### src/rtl/core/rar_pkg.sv
// Shared types and constants for the rational arithmetic reduce unit.
package rar_pkg;
    localparam int WORD_W = 64;
    localparam int DEN_W  = 62;
    localparam int CNT_W  = 7;

    typedef logic [1:0] op_t;
    localparam op_t OP_ADD = 2'd0;
    localparam op_t OP_SUB = 2'd1;
    localparam op_t OP_MUL = 2'd2;
    localparam op_t OP_INC = 2'd3;

    typedef logic [WORD_W-1:0] word_t;
endpackage

### src/rtl/core/rar_mul.sv
// Bit-serial shift-add multiplier, one multiplier bit per cycle, 64-bit product.
module rar_mul (
    input  logic          clk,
    input  logic          rst_n,
    input  logic          start,
    input  rar_pkg::word_t mcand,
    input  rar_pkg::word_t mplier,
    output logic          done,
    output rar_pkg::word_t prod
);
    import rar_pkg::*;

    word_t            mc_reg, mc_next;
    word_t            mp_reg, mp_next;
    word_t            acc_reg, acc_next;
    logic [CNT_W-1:0] cnt_reg, cnt_next;
    logic             busy_reg, busy_next;
    word_t            acc_step;

    // accumulator after the current multiplier bit
    assign acc_step = mp_reg[0] ? acc_reg + mc_reg : acc_reg;

    always_comb
    begin
        mc_next   = mc_reg;
        mp_next   = mp_reg;
        acc_next  = acc_reg;
        cnt_next  = cnt_reg;
        busy_next = busy_reg;
        if (start)
        begin
            mc_next   = mcand;
            mp_next   = mplier;
            acc_next  = '0;
            cnt_next  = '0;
            busy_next = 1'b1;
        end
        else if (busy_reg)
        begin
            acc_next = acc_step;
            mc_next  = {mc_reg[WORD_W-2:0], 1'b0};
            mp_next  = {1'b0, mp_reg[WORD_W-1:1]};
            cnt_next = cnt_reg + 1'b1;
            if (cnt_reg == CNT_W'(WORD_W-1))
                busy_next = 1'b0;
        end
    end

    always_ff @(posedge clk or negedge rst_n)
    begin
        if (!rst_n)
        begin
            busy_reg <= 1'b0;
            cnt_reg  <= '0;
        end
        else
        begin
            busy_reg <= busy_next;
            cnt_reg  <= cnt_next;
        end
    end

    always_ff @(posedge clk)
    begin
        mc_reg  <= mc_next;
        mp_reg  <= mp_next;
        acc_reg <= acc_next;
    end

    // done on the last bit; product includes that bit
    assign done = busy_reg && (cnt_reg == CNT_W'(WORD_W-1));
    assign prod = acc_step;
endmodule

### src/rtl/core/rar_gcd.sv
// Binary gcd, one subtract or shift step per cycle.
module rar_gcd (
    input  logic           clk,
    input  logic           rst_n,
    input  logic           start,
    input  rar_pkg::word_t x,
    input  rar_pkg::word_t y,
    output logic           done,
    output rar_pkg::word_t g
);
    import rar_pkg::*;

    word_t            u_reg, u_next;
    word_t            v_reg, v_next;
    logic [CNT_W-1:0] k_reg, k_next;
    logic             busy_reg, busy_next;
    logic             fin_reg, fin_next;

    always_comb
    begin
        u_next    = u_reg;
        v_next    = v_reg;
        k_next    = k_reg;
        busy_next = busy_reg;
        fin_next  = 1'b0;
        if (start)
        begin
            u_next    = x;
            v_next    = y;
            k_next    = '0;
            busy_next = 1'b1;
        end
        else if (busy_reg)
        begin
            if (v_reg == '0)
            begin
                busy_next = 1'b0;
                fin_next  = 1'b1;
            end
            else if (!u_reg[0] && !v_reg[0])
            begin
                u_next = u_reg >> 1;
                v_next = v_reg >> 1;
                k_next = k_reg + 1'b1;
            end
            else if (!u_reg[0])
                u_next = u_reg >> 1;
            else if (!v_reg[0])
                v_next = v_reg >> 1;
            else if (u_reg > v_reg)
            begin
                u_next = v_reg;
                v_next = (u_reg - v_reg) >> 1;
            end
            else
                v_next = (v_reg - u_reg) >> 1;
        end
    end

    always_ff @(posedge clk or negedge rst_n)
    begin
        if (!rst_n)
        begin
            busy_reg <= 1'b0;
            fin_reg  <= 1'b0;
        end
        else
        begin
            busy_reg <= busy_next;
            fin_reg  <= fin_next;
        end
    end

    always_ff @(posedge clk)
    begin
        u_reg <= u_next;
        v_reg <= v_next;
        k_reg <= k_next;
    end

    // final shift applied by one barrel shift, k below 64
    assign done = fin_reg;
    assign g    = u_reg << k_reg[5:0];
endmodule

### src/rtl/core/rar_div.sv
// Restoring divider, one quotient bit per cycle.
module rar_div (
    input  logic           clk,
    input  logic           rst_n,
    input  logic           start,
    input  rar_pkg::word_t dividend,
    input  rar_pkg::word_t divisor,
    output logic           done,
    output rar_pkg::word_t quot
);
    import rar_pkg::*;

    word_t            q_reg, q_next;
    word_t            r_reg, r_next;
    word_t            d_reg, d_next;
    logic [CNT_W-1:0] cnt_reg, cnt_next;
    logic             busy_reg, busy_next;
    logic [WORD_W:0]  trial;
    word_t            q_step, r_step;

    assign trial  = {r_reg, q_reg[WORD_W-1]} - {1'b0, d_reg};
    assign q_step = {q_reg[WORD_W-2:0], !trial[WORD_W]};
    assign r_step = trial[WORD_W] ? {r_reg[WORD_W-2:0], q_reg[WORD_W-1]}
                                  : trial[WORD_W-1:0];

    always_comb
    begin
        q_next    = q_reg;
        r_next    = r_reg;
        d_next    = d_reg;
        cnt_next  = cnt_reg;
        busy_next = busy_reg;
        if (start)
        begin
            q_next    = dividend;
            r_next    = '0;
            d_next    = divisor;
            cnt_next  = '0;
            busy_next = 1'b1;
        end
        else if (busy_reg)
        begin
            r_next   = r_step;
            q_next   = q_step;
            cnt_next = cnt_reg + 1'b1;
            if (cnt_reg == CNT_W'(WORD_W-1))
                busy_next = 1'b0;
        end
    end

    always_ff @(posedge clk or negedge rst_n)
    begin
        if (!rst_n)
        begin
            busy_reg <= 1'b0;
            cnt_reg  <= '0;
        end
        else
        begin
            busy_reg <= busy_next;
            cnt_reg  <= cnt_next;
        end
    end

    always_ff @(posedge clk)
    begin
        q_reg <= q_next;
        r_reg <= r_next;
        d_reg <= d_next;
    end

    // done on the last bit; quotient includes that bit
    assign done = busy_reg && (cnt_reg == CNT_W'(WORD_W-1));
    assign quot = q_step;
endmodule

### src/rtl/core/rational_arith_reduce_unit.sv
// Top level: sequenced rational arithmetic with gcd reduction.
// Sequence: increment goes straight to the output; add/sub starts from S_PRE and runs
// three serial multiplies (two for multiply), then the binary gcd and the two
// divides; a zero numerator or denominator skips the gcd and the divides.
// Throughput: one request at a time; the next is taken once the result leaves.
// Reset (rst_n, async, active low) returns the sequencer to idle, output empty.
module rational_arith_reduce_unit #(
    parameter int OPERAND_WIDTH = 32
) (
    input  logic             clk,
    input  logic             rst_n,
    input  logic             in_valid,
    output logic             in_ready,
    input  logic [1:0]       req_type,
    input  logic signed [31:0] a_num,
    input  logic [30:0]      a_den,
    input  logic signed [31:0] b_num,
    input  logic [30:0]      b_den,
    output logic             out_valid,
    input  logic             out_ready,
    output logic signed [63:0] res_num,
    output logic [61:0]      res_den
);
    import rar_pkg::*;

    localparam logic [3:0] S_IDLE = 4'd0;
    localparam logic [3:0] S_M1   = 4'd1;  // an*bd
    localparam logic [3:0] S_M2   = 4'd2;  // bn*ad, or an*bn for multiply
    localparam logic [3:0] S_M3   = 4'd3;  // ad*bd
    localparam logic [3:0] S_GCD  = 4'd4;
    localparam logic [3:0] S_D1   = 4'd5;
    localparam logic [3:0] S_D2   = 4'd6;
    localparam logic [3:0] S_OUT  = 4'd7;
    localparam logic [3:0] S_PRE  = 4'd8;  // start first multiply

    logic [3:0] st_reg, st_next;
    op_t        op_reg;
    word_t      an_reg, ad_reg, bn_reg, bd_reg;
    word_t      x_reg, n_reg, d_reg, mag_reg, g_reg;
    logic       neg_reg;
    logic signed [63:0] rn_reg;
    logic [DEN_W-1:0] rd_reg;

    word_t  an_ext, bn_ext, ad_ext, bd_ext;
    logic   mul_start, gcd_start, div_start;
    word_t  mul_a, mul_b, div_n, div_d;
    logic   mul_done, gcd_done, div_done;
    word_t  prod, gval, quot;
    word_t  sum, nmag;

    // operand unpack: sign-extend numerators, mask denominators
    assign an_ext = word_t'(signed'(a_num[OPERAND_WIDTH-1:0]));
    assign bn_ext = word_t'(signed'(b_num[OPERAND_WIDTH-1:0]));
    assign ad_ext = word_t'(a_den[OPERAND_WIDTH-2:0]);
    assign bd_ext = word_t'(b_den[OPERAND_WIDTH-2:0]);

    assign in_ready  = (st_reg == S_IDLE);
    assign out_valid = (st_reg == S_OUT);
    assign res_num   = rn_reg;
    assign res_den   = rd_reg;

    assign sum  = (op_reg == OP_SUB) ? x_reg - prod : x_reg + prod;
    assign nmag = n_reg[WORD_W-1] ? word_t'(0) - n_reg : n_reg;

    // first divide starts as the gcd lands; the second uses the held copy
    assign div_d = (st_reg == S_GCD) ? gval : g_reg;

    always_comb
    begin
        mul_start = 1'b0;
        mul_a     = an_reg;
        mul_b     = bd_reg;
        gcd_start = 1'b0;
        div_start = 1'b0;
        div_n     = mag_reg;
        st_next   = st_reg;
        case (st_reg)
            S_IDLE:
                if (in_valid)
                    st_next = (req_type == OP_INC) ? S_OUT : S_PRE;
            S_PRE:
            begin
                mul_start = 1'b1;
                mul_b     = (op_reg == OP_MUL) ? bn_reg : bd_reg;
                st_next   = (op_reg == OP_MUL) ? S_M2 : S_M1;
            end
            S_M1:
                if (mul_done)
                begin
                    mul_start = 1'b1;
                    mul_a     = bn_reg;
                    mul_b     = ad_reg;
                    st_next   = S_M2;
                end
            S_M2:
                if (mul_done)
                begin
                    mul_start = 1'b1;
                    mul_a     = ad_reg;
                    mul_b     = bd_reg;
                    st_next   = S_M3;
                end
            S_M3:
                if (mul_done)
                begin
                    if (nmag == '0 || prod == '0)
                        st_next = S_OUT;
                    else
                    begin
                        gcd_start = 1'b1;
                        st_next   = S_GCD;
                    end
                end
            S_GCD:
                if (gcd_done)
                begin
                    div_start = 1'b1;
                    st_next   = S_D1;
                end
            S_D1:
                if (div_done)
                begin
                    div_start = 1'b1;
                    div_n     = d_reg;
                    st_next   = S_D2;
                end
            S_D2:
                if (div_done)
                    st_next = S_OUT;
            S_OUT:
                if (out_ready)
                    st_next = S_IDLE;
            default:
                st_next = S_IDLE;
        endcase
    end

    always_ff @(posedge clk or negedge rst_n)
    begin
        if (!rst_n)
            st_reg <= S_IDLE;
        else
            st_reg <= st_next;
    end

    always_ff @(posedge clk)
    begin
        if (st_reg == S_IDLE && in_valid)
        begin
            op_reg <= req_type;
            an_reg <= an_ext;
            bn_reg <= bn_ext;
            ad_reg <= ad_ext;
            bd_reg <= bd_ext;
            rn_reg <= an_ext + ad_ext;
            rd_reg <= ad_ext[61:0];
        end
        // first product: numerator term x, for add/sub only; multiply's numerator lands in n
        if (st_reg == S_M1 && mul_done)
            x_reg <= prod;
        if (st_reg == S_M2 && mul_done)
            n_reg <= (op_reg == OP_MUL) ? prod : sum;
        if (st_reg == S_M3 && mul_done)
        begin
            d_reg   <= prod;
            mag_reg <= nmag;
            neg_reg <= n_reg[WORD_W-1];
            rn_reg  <= n_reg;
            rd_reg  <= prod[61:0];
        end
        if (st_reg == S_GCD && gcd_done)
            g_reg <= gval;
        if (st_reg == S_D1 && div_done)
            rn_reg <= neg_reg ? word_t'(0) - quot : quot;
        if (st_reg == S_D2 && div_done)
            rd_reg <= quot[61:0];
    end

    rar_mul u_mul (
        .clk    (clk),
        .rst_n  (rst_n),
        .start  (mul_start),
        .mcand  (mul_a),
        .mplier (mul_b),
        .done   (mul_done),
        .prod   (prod)
    );

    rar_gcd u_gcd (
        .clk   (clk),
        .rst_n (rst_n),
        .start (gcd_start),
        .x     (nmag),
        .y     (prod),
        .done  (gcd_done),
        .g     (gval)
    );

    rar_div u_div (
        .clk      (clk),
        .rst_n    (rst_n),
        .start    (div_start),
        .dividend (div_n),
        .divisor  (div_d),
        .done     (div_done),
        .quot     (quot)
    );
endmodule

### config.mk
export PLATFORM = sky130hd
export DESIGN_NAME = rational_arith_reduce_unit
export DESIGN_NICKNAME = d
export VERILOG_FILES = /design/src/rtl/core/rar_pkg.sv /design/src/rtl/core/rar_mul.sv /design/src/rtl/core/rar_gcd.sv /design/src/rtl/core/rar_div.sv /design/src/rtl/core/rational_arith_reduce_unit.sv
export SDC_FILE = /design/constraint.sdc
export NUM_CORES = 2
export LEC_CHECK = 0
export ABC_AREA = 1
export BUFFER_PORTS_ARGS = -buffer_cell sky130_fd_sc_hd__buf_4
export CAP_MARGIN = 10
export CELL_PAD_IN_SITES_DETAIL_PLACEMENT = 2
export CELL_PAD_IN_SITES_GLOBAL_PLACEMENT = 2
export CORE_MARGIN = 2
export CORE_UTILIZATION = 40
export DETAILED_ROUTE_END_ITERATION = 16
export MAX_ROUTING_LAYER = met4
export PLACE_DENSITY_LB_ADDON = 0.08
export SYNTH_ARGS = -nofsm -noshare
export SYNTH_HDL_FRONTEND = slang
export SYNTH_SLANG_ARGS = --single-unit
export TNS_END_PERCENT = 5
### constraint.sdc
create_clock -name clk -period 25.1 [get_ports clk]
set_input_delay 1.255 -clock clk [delete_from_list [all_inputs] [get_ports clk]]
set_output_delay 1.255 -clock clk [all_outputs]
set_load 0.05 [all_outputs]
==> summary.md, run 1 <==
| Metric | Value |
|---|---|
| Outcome | did not finish |
| Exit stage | global routing |
| Run-stopping error | [ERROR GRT-0232] Routing congestion too high. Check the congestion heatmap in the GUI. |
| Hpwl dp | 390,800 µm |
| Mean Syn Cell Area | 7.322 µm² |
| Async SR Flop Fraction | 0.01973 |
| GP Congestion | 1.036 |
| Net count of the mapped netlist | 11,510 |
| Row Count | 164 |
| Largest net degree at the start of global routing | 179 |
| Num Clock Sinks | 1,115 |
| Sequential-to-total area share from yosys stat | 0.3971 |
| Ys flop type | edfxtp_1 |
| Die width | 453.1 µm |
| Post-synth EDFFs | 959 |
| Setup bufs post-CTS | 0 |
| Die height | 453.1 µm |
| Post-synth top area share | 0.3570 |
| Synth Warn # | 0 |
| Root buf cell | clkbuf_16 |
| Depth of the CTS H-tree | 4 |
| I/O pins | 260 |
| Initial antenna violation count | 85 |
| Placed cell area | 0.08534 mm² |
| #FFs+latches synth | 1,115 |
| Cts hold-fix bufs | 0 |
| Synth Instances | 11,017 |
| Syn Std Cell Area | 0.08066 mm² |
| Grt ovf | 24 |
| Ranking of synthesized cells by area | edfxtp_1 (36%), nand2_1 (14%), inv_1 (6.6%), o21ai_0 (5.7%), ha_1 (5.5%) |
| Initial Utilization | 0.4032 |
| GR Util All Layers | 0.6811 |
| Clock Tree Buf Depth | 3 |
| Unique cell type count in the Yosys netlist | 68 |
| I/O Buffers | 259 |
| CTS resizes | 0 |
| Yosys top cell by area | edfxtp_1 |
| CTS Buf Count | 140 |
[per-stage QoR]
| step | std cells | setup WS (ns) | utilization |
|---|---|---|---|
| 2_1_floorplan | 11017 | 15.61 | - |
| 3_3_place_gp | 13638 | 18.14 | 0.4264 |
| 3_5_place_dp | 13641 | 17.80 | 0.4266 |
| 4_1_cts | 13896 | 17.42 | 0.4493 |
[cell usage after synthesis, types with 32 or more instances]
| library cell | n |
|---|---|
| clkbuf_1 | 306 |
| ha_1 | 355 |
| nor2_2 | 42 |
| xor2_1 | 224 |
| o21bai_1 | 32 |
| buf_2 | 40 |
| or2_2 | 67 |
| inv_2 | 33 |
| mux2i_1 | 66 |
| a21oi_1 | 686 |
| nor3_1 | 114 |
| o21ai_1 | 113 |
| nand4_1 | 81 |
| nand2_1 | 3063 |
| o22ai_1 | 163 |
| inv_1 | 1419 |
| o211ai_1 | 146 |
| o21ai_0 | 917 |
| o21a_1 | 37 |
| nand3_1 | 463 |
| edfxtp_1 | 959 |
| xnor2_1 | 89 |
| nor4_1 | 47 |
| a31oi_1 | 108 |
| nor2_1 | 962 |
| dfxtp_1 | 134 |
| buf_1 | 46 |
[layer usage]
metal	global-route usage	overflow
met4	0.6342	17
met5	-	-
met1	0.6914	0
met2	0.8580	7
met3	0.4595	0
[cells by family after synthesis]
| group | after synthesis | share of synthesized area |
|---|---|---|
| xor gates and xnor gates | 313 | 0.03399 |
| and+or+nand+nor | 4916 | 0.2490 |
| DFF | 1115 | 0.3971 |
| buffers and inverters | 1869 | 0.08913 |
| adders and majority gates | 361 | 0.05655 |
| AOI/OAI and AO/OA | 2377 | 0.1660 |
| muxes | 66 | 0.008190 |
==> inputs of run 2 (changes only) <==
--- a/config.mk
+++ b/config.mk
@@ -8,13 +8,10 @@
 export ABC_AREA = 1
 export BUFFER_PORTS_ARGS = -buffer_cell sky130_fd_sc_hd__buf_4
 export CAP_MARGIN = 10
-export CELL_PAD_IN_SITES_DETAIL_PLACEMENT = 2
-export CELL_PAD_IN_SITES_GLOBAL_PLACEMENT = 2
 export CORE_MARGIN = 2
 export CORE_UTILIZATION = 40
 export DETAILED_ROUTE_END_ITERATION = 16
-export MAX_ROUTING_LAYER = met4
-export PLACE_DENSITY_LB_ADDON = 0.08
+export PLACE_DENSITY_LB_ADDON = 0.15
 export SYNTH_ARGS = -nofsm -noshare
 export SYNTH_HDL_FRONTEND = slang
 export SYNTH_SLANG_ARGS = --single-unit
==> run 2 against run 1 <==
The flow now finishes without violations. Synthesized cell count did not move. Area after synthesis stayed put.
==> summary.md, run 2 <==
| Metric | Value |
|---|---|
| Worst-Skew Late Latency | 0.81 ns |
| P_int | 5341 µW |
| Outcome | finished clean |
| Depth of the CTS H-tree | 4 (unchanged) |
| Die width | 453.1 µm (unchanged) |
| # DRC | 0 |
| Clock transition at path regs | 0.06 ns |
| Setup bufs post-CTS | 0 (unchanged) |
| Highest routed layer | met5 |
| Vias in the first global route | 75,714 |
| Grt ovf | 0 |
| Psw | 5730 µW |
| Share of post-route cells with drive strength above 1 | 0.07434 |
| Final period util | 0.2832 |
| Placed cell area | 0.08537 mm² (about the same) |
| Slew margin rel. | 0.06681 |
| Max stage delay on crit path | 0.68 ns |
| Non-filler cells, final | 13,922 |
| Max Fclk | 140.7 MHz |
| Post-synth EDFFs | 959 (unchanged) |
| Worst path slowest cell | buf_4 |
| WL per Instance | 27.98 µm |
| Initial Utilization | 0.4032 (unchanged) |
| GP Congestion | 1.064 (+2.7%) |
| GR Util All Layers | 0.3685 |
| Initial DRC Count | 10,027 |
| Arrival time worst endpoint | 7.62 ns |
| Routed wire length | 389,500 µm |
| Global-route wire length before repair | 546,600 µm |
| Core ar. | 0.2001 mm² |
| Yosys top cell by area | edfxtp_1 |
| Die height | 453.1 µm (unchanged) |
| Final Hold Vio Count | 0 |
| I/O pins | 260 (unchanged) |
| Cell with the most instances after synthesis | nand2_1 |
| Xor/xnor cell area share of the yosys netlist | 0.03399 (unchanged) |
| DRT Pass-1 Iters | 10 |
| Num Clock Sinks | 1,115 (unchanged) |
| Comb pwr share | 0.561 |
| CP dominant cell by count | nand3_1 |
| Die Area | 0.2053 mm² |
| Reg power frac | 0.245 |
| Fill cells | 20,543 |
| Leakage | 0.03923 µW |
| Setup violators final | 0 |
| Post-Route Setup TNS | 0 ns |
| Post-synth top area share | 0.3570 (unchanged) |
| Slew Limit Fails | 0 |
| Slew @ Worst Pin | 1.385 ns |
| Most common cell after layout, fill and taps aside | nand2_1 |
| Hpwl dp | 309,900 µm (-21%) |
| Row Count | 164 (unchanged) |
| Most frequent cells in the layout | nand2_1 (3,055), inv_1 (1,413), edfxtp_1 (959), nor2_1 (948), o21ai_0 (911) |
| RSZ-0062 raised after global routing | false |
| Ranking of synthesized cells by area | edfxtp_1 (36%), nand2_1 (14%), inv_1 (6.6%), o21ai_0 (5.7%), ha_1 (5.5%) |
| DRT antenna net count | 0 |
| Ys flop type | edfxtp_1 |
| Crit Path Max Fanout | 61 |
| CTS resizes | 0 (unchanged) |
| Sequential-to-total area share from yosys stat | 0.3971 (unchanged) |
| Mean Syn Cell Area | 7.322 µm² (unchanged) |
| Met3 wire len | 34,810 µm |
| Largest family of logic cells by synthesized area | simple AND/OR/NAND/NOR gates |
| Largest net degree at the start of global routing | 95 |
| Clk_skew | 0.03796 ns |
| Peak VDD IR | 120.8 µV |
| Max-cap violation count | 0 |
| Synth Warn # | 0 (unchanged) |
| Crit path buf inv count | 4 |
| Async SR Flop Fraction | 0.01973 (unchanged) |
| Shortest period the worst path allows | 7.108 ns |
| #FFs+latches synth | 1,115 (unchanged) |
| Area Growth Syn to Fin | 11.76% |
| Root buf cell | clkbuf_16 |
| Setup CP Type | flip-flop to flip-flop |
| Net count of the mapped netlist | 11,510 (unchanged) |
| Synth Area in Adders | 0.05655 (unchanged) |
| I/O Buffers | 259 (unchanged) |
| Worst setup EP type | flip-flop |
| Initial antenna violation count | 28 |
| Mux cell area share after synthesis | 0.008190 (unchanged) |
| Vias after detailed routing | 80,297 |
| Vias per inst | 5.768 |
| CTS tree | done |
| Cts hold-fix bufs | 0 (unchanged) |
| Unique cell type count in the Yosys netlist | 68 (unchanged) |
| Clock Tree Buf Depth | 3 (unchanged) |
| Net Sw Frac | 0.5176 |
| Class of the worst hold path | input port to asynchronous set/reset pin |
| Synth top cells by count | nand2_1 (3,063), inv_1 (1,419), nor2_1 (962) |
| Met2 wire length | 170,800 µm |
| Syn Std Cell Area | 0.08066 mm² (unchanged) |
| Final Cell Area | 0.09015 mm² |
| Clock power frac | 0.194 |
| Crit path launch type | flip-flop |
| Synth Instances | 11,017 (unchanged) |
| Synth Area in Simple Gates | 0.2490 (unchanged) |
| Met1 WL | 159,200 µm |
| Placed insts | 13,648 (+0.051%) |
| Synth Area in Compound Gates | 0.1660 (unchanged) |
| Req. time, crit path | 25.61 ns |
| Cell family with most CP delay | simple AND/OR/NAND/NOR gates |
| Nets | 11,626 |
| CTS Buf Count | 139 (-0.71%) |
| Pwr per Cell Area | 122.8 mW/mm² |
| Overall power | 11,070 µW |
-- run 2: cell counts after synthesis --
Identical to the previous run, type by type.
-- run 2: area by class of cell --
type                       count  area (µm²)  area share
clock inverter                70       945.9     0.01049
timing repair buffer         386        2902     0.03218
sequential                  1115       32030      0.3553
antenna                       20       50.05   0.0005551
multi-input combinational   8033       41630      0.4618
tap                         2656        3323     0.03686
inverter                    1458        5483     0.06082
clock buffer                 184        3784     0.04197
-- run 2: per-stage QoR --
step	worst slack (ns)	hold WS, ns	util
4_1_cts	18.13	0.4507	0.4504
3_3_place_gp	18.06	0.4619	0.4266
3_5_place_dp	18.17	0.4615	0.4267
2_1_floorplan	15.61	0.4244	-
6_report	17.99	0.4789	0.4506
5_1_grt	17.70	0.4733	0.4504
-- run 2: cells by family (layout without fill, tap and decap cells) --
| family | after synthesis | after routing |
|---|---|---|
| and+or+nand+nor | 4916 | 4916 |
| AOI/OAI and AO/OA | 2377 | 2377 |
| buffers and inverters | 1869 | 2098 |
| DFF | 1115 | 1115 |
| adders and majority gates | 361 | 361 |
| xor gates and xnor gates | 313 | 313 |
| muxes | 66 | 66 |
| other | 0 | 20 |
-- run 2: path summary, 6_finish.rpt --
check	slack, ns	to	startpoint	depth (start not counted)
max in group asynchronous	24.17	u_div.cnt_reg[3]	rst_n	1
min in group clk	0.48	u_div.r_reg[62]	u_div.r_reg[62]	2
worst min-delay path	0.48	st_reg[2]	rst_n	1
worst max register to register	17.99	n_reg[54]	u_mul.mp_reg[0]	27
worst max-delay path	17.99	n_reg[54]	u_mul.mp_reg[0]	27
worst min register to register	0.48	u_div.r_reg[62]	u_div.r_reg[62]	2
-- run 2: metal layers --
| layer | GRT usage | vias to the layer above |
|---|---|---|
| met3 | 0.08051 | 760 |
| li1 | - | 37067 |
| met5 | 0 | - |
| met4 | 0.2020 | 20 |
| met2 | 0.5673 | 3888 |
| met1 | 0.4803 | 38562 |
-- run 2: power groups by stage --
stage / combinational [µW] / sequential, µW / clock (µW)
after floorplan: 3360 / 2820 / 0
after global placement: 5980 / 2740 / 0
after detailed placement: 6000 / 2750 / 0
after CTS: 6020 / 2710 / 2160
after global routing: 6570 / 2740 / 2230
final: 6210 / 2720 / 2140
No activity file was read; power rests on OpenSTA's default activity.
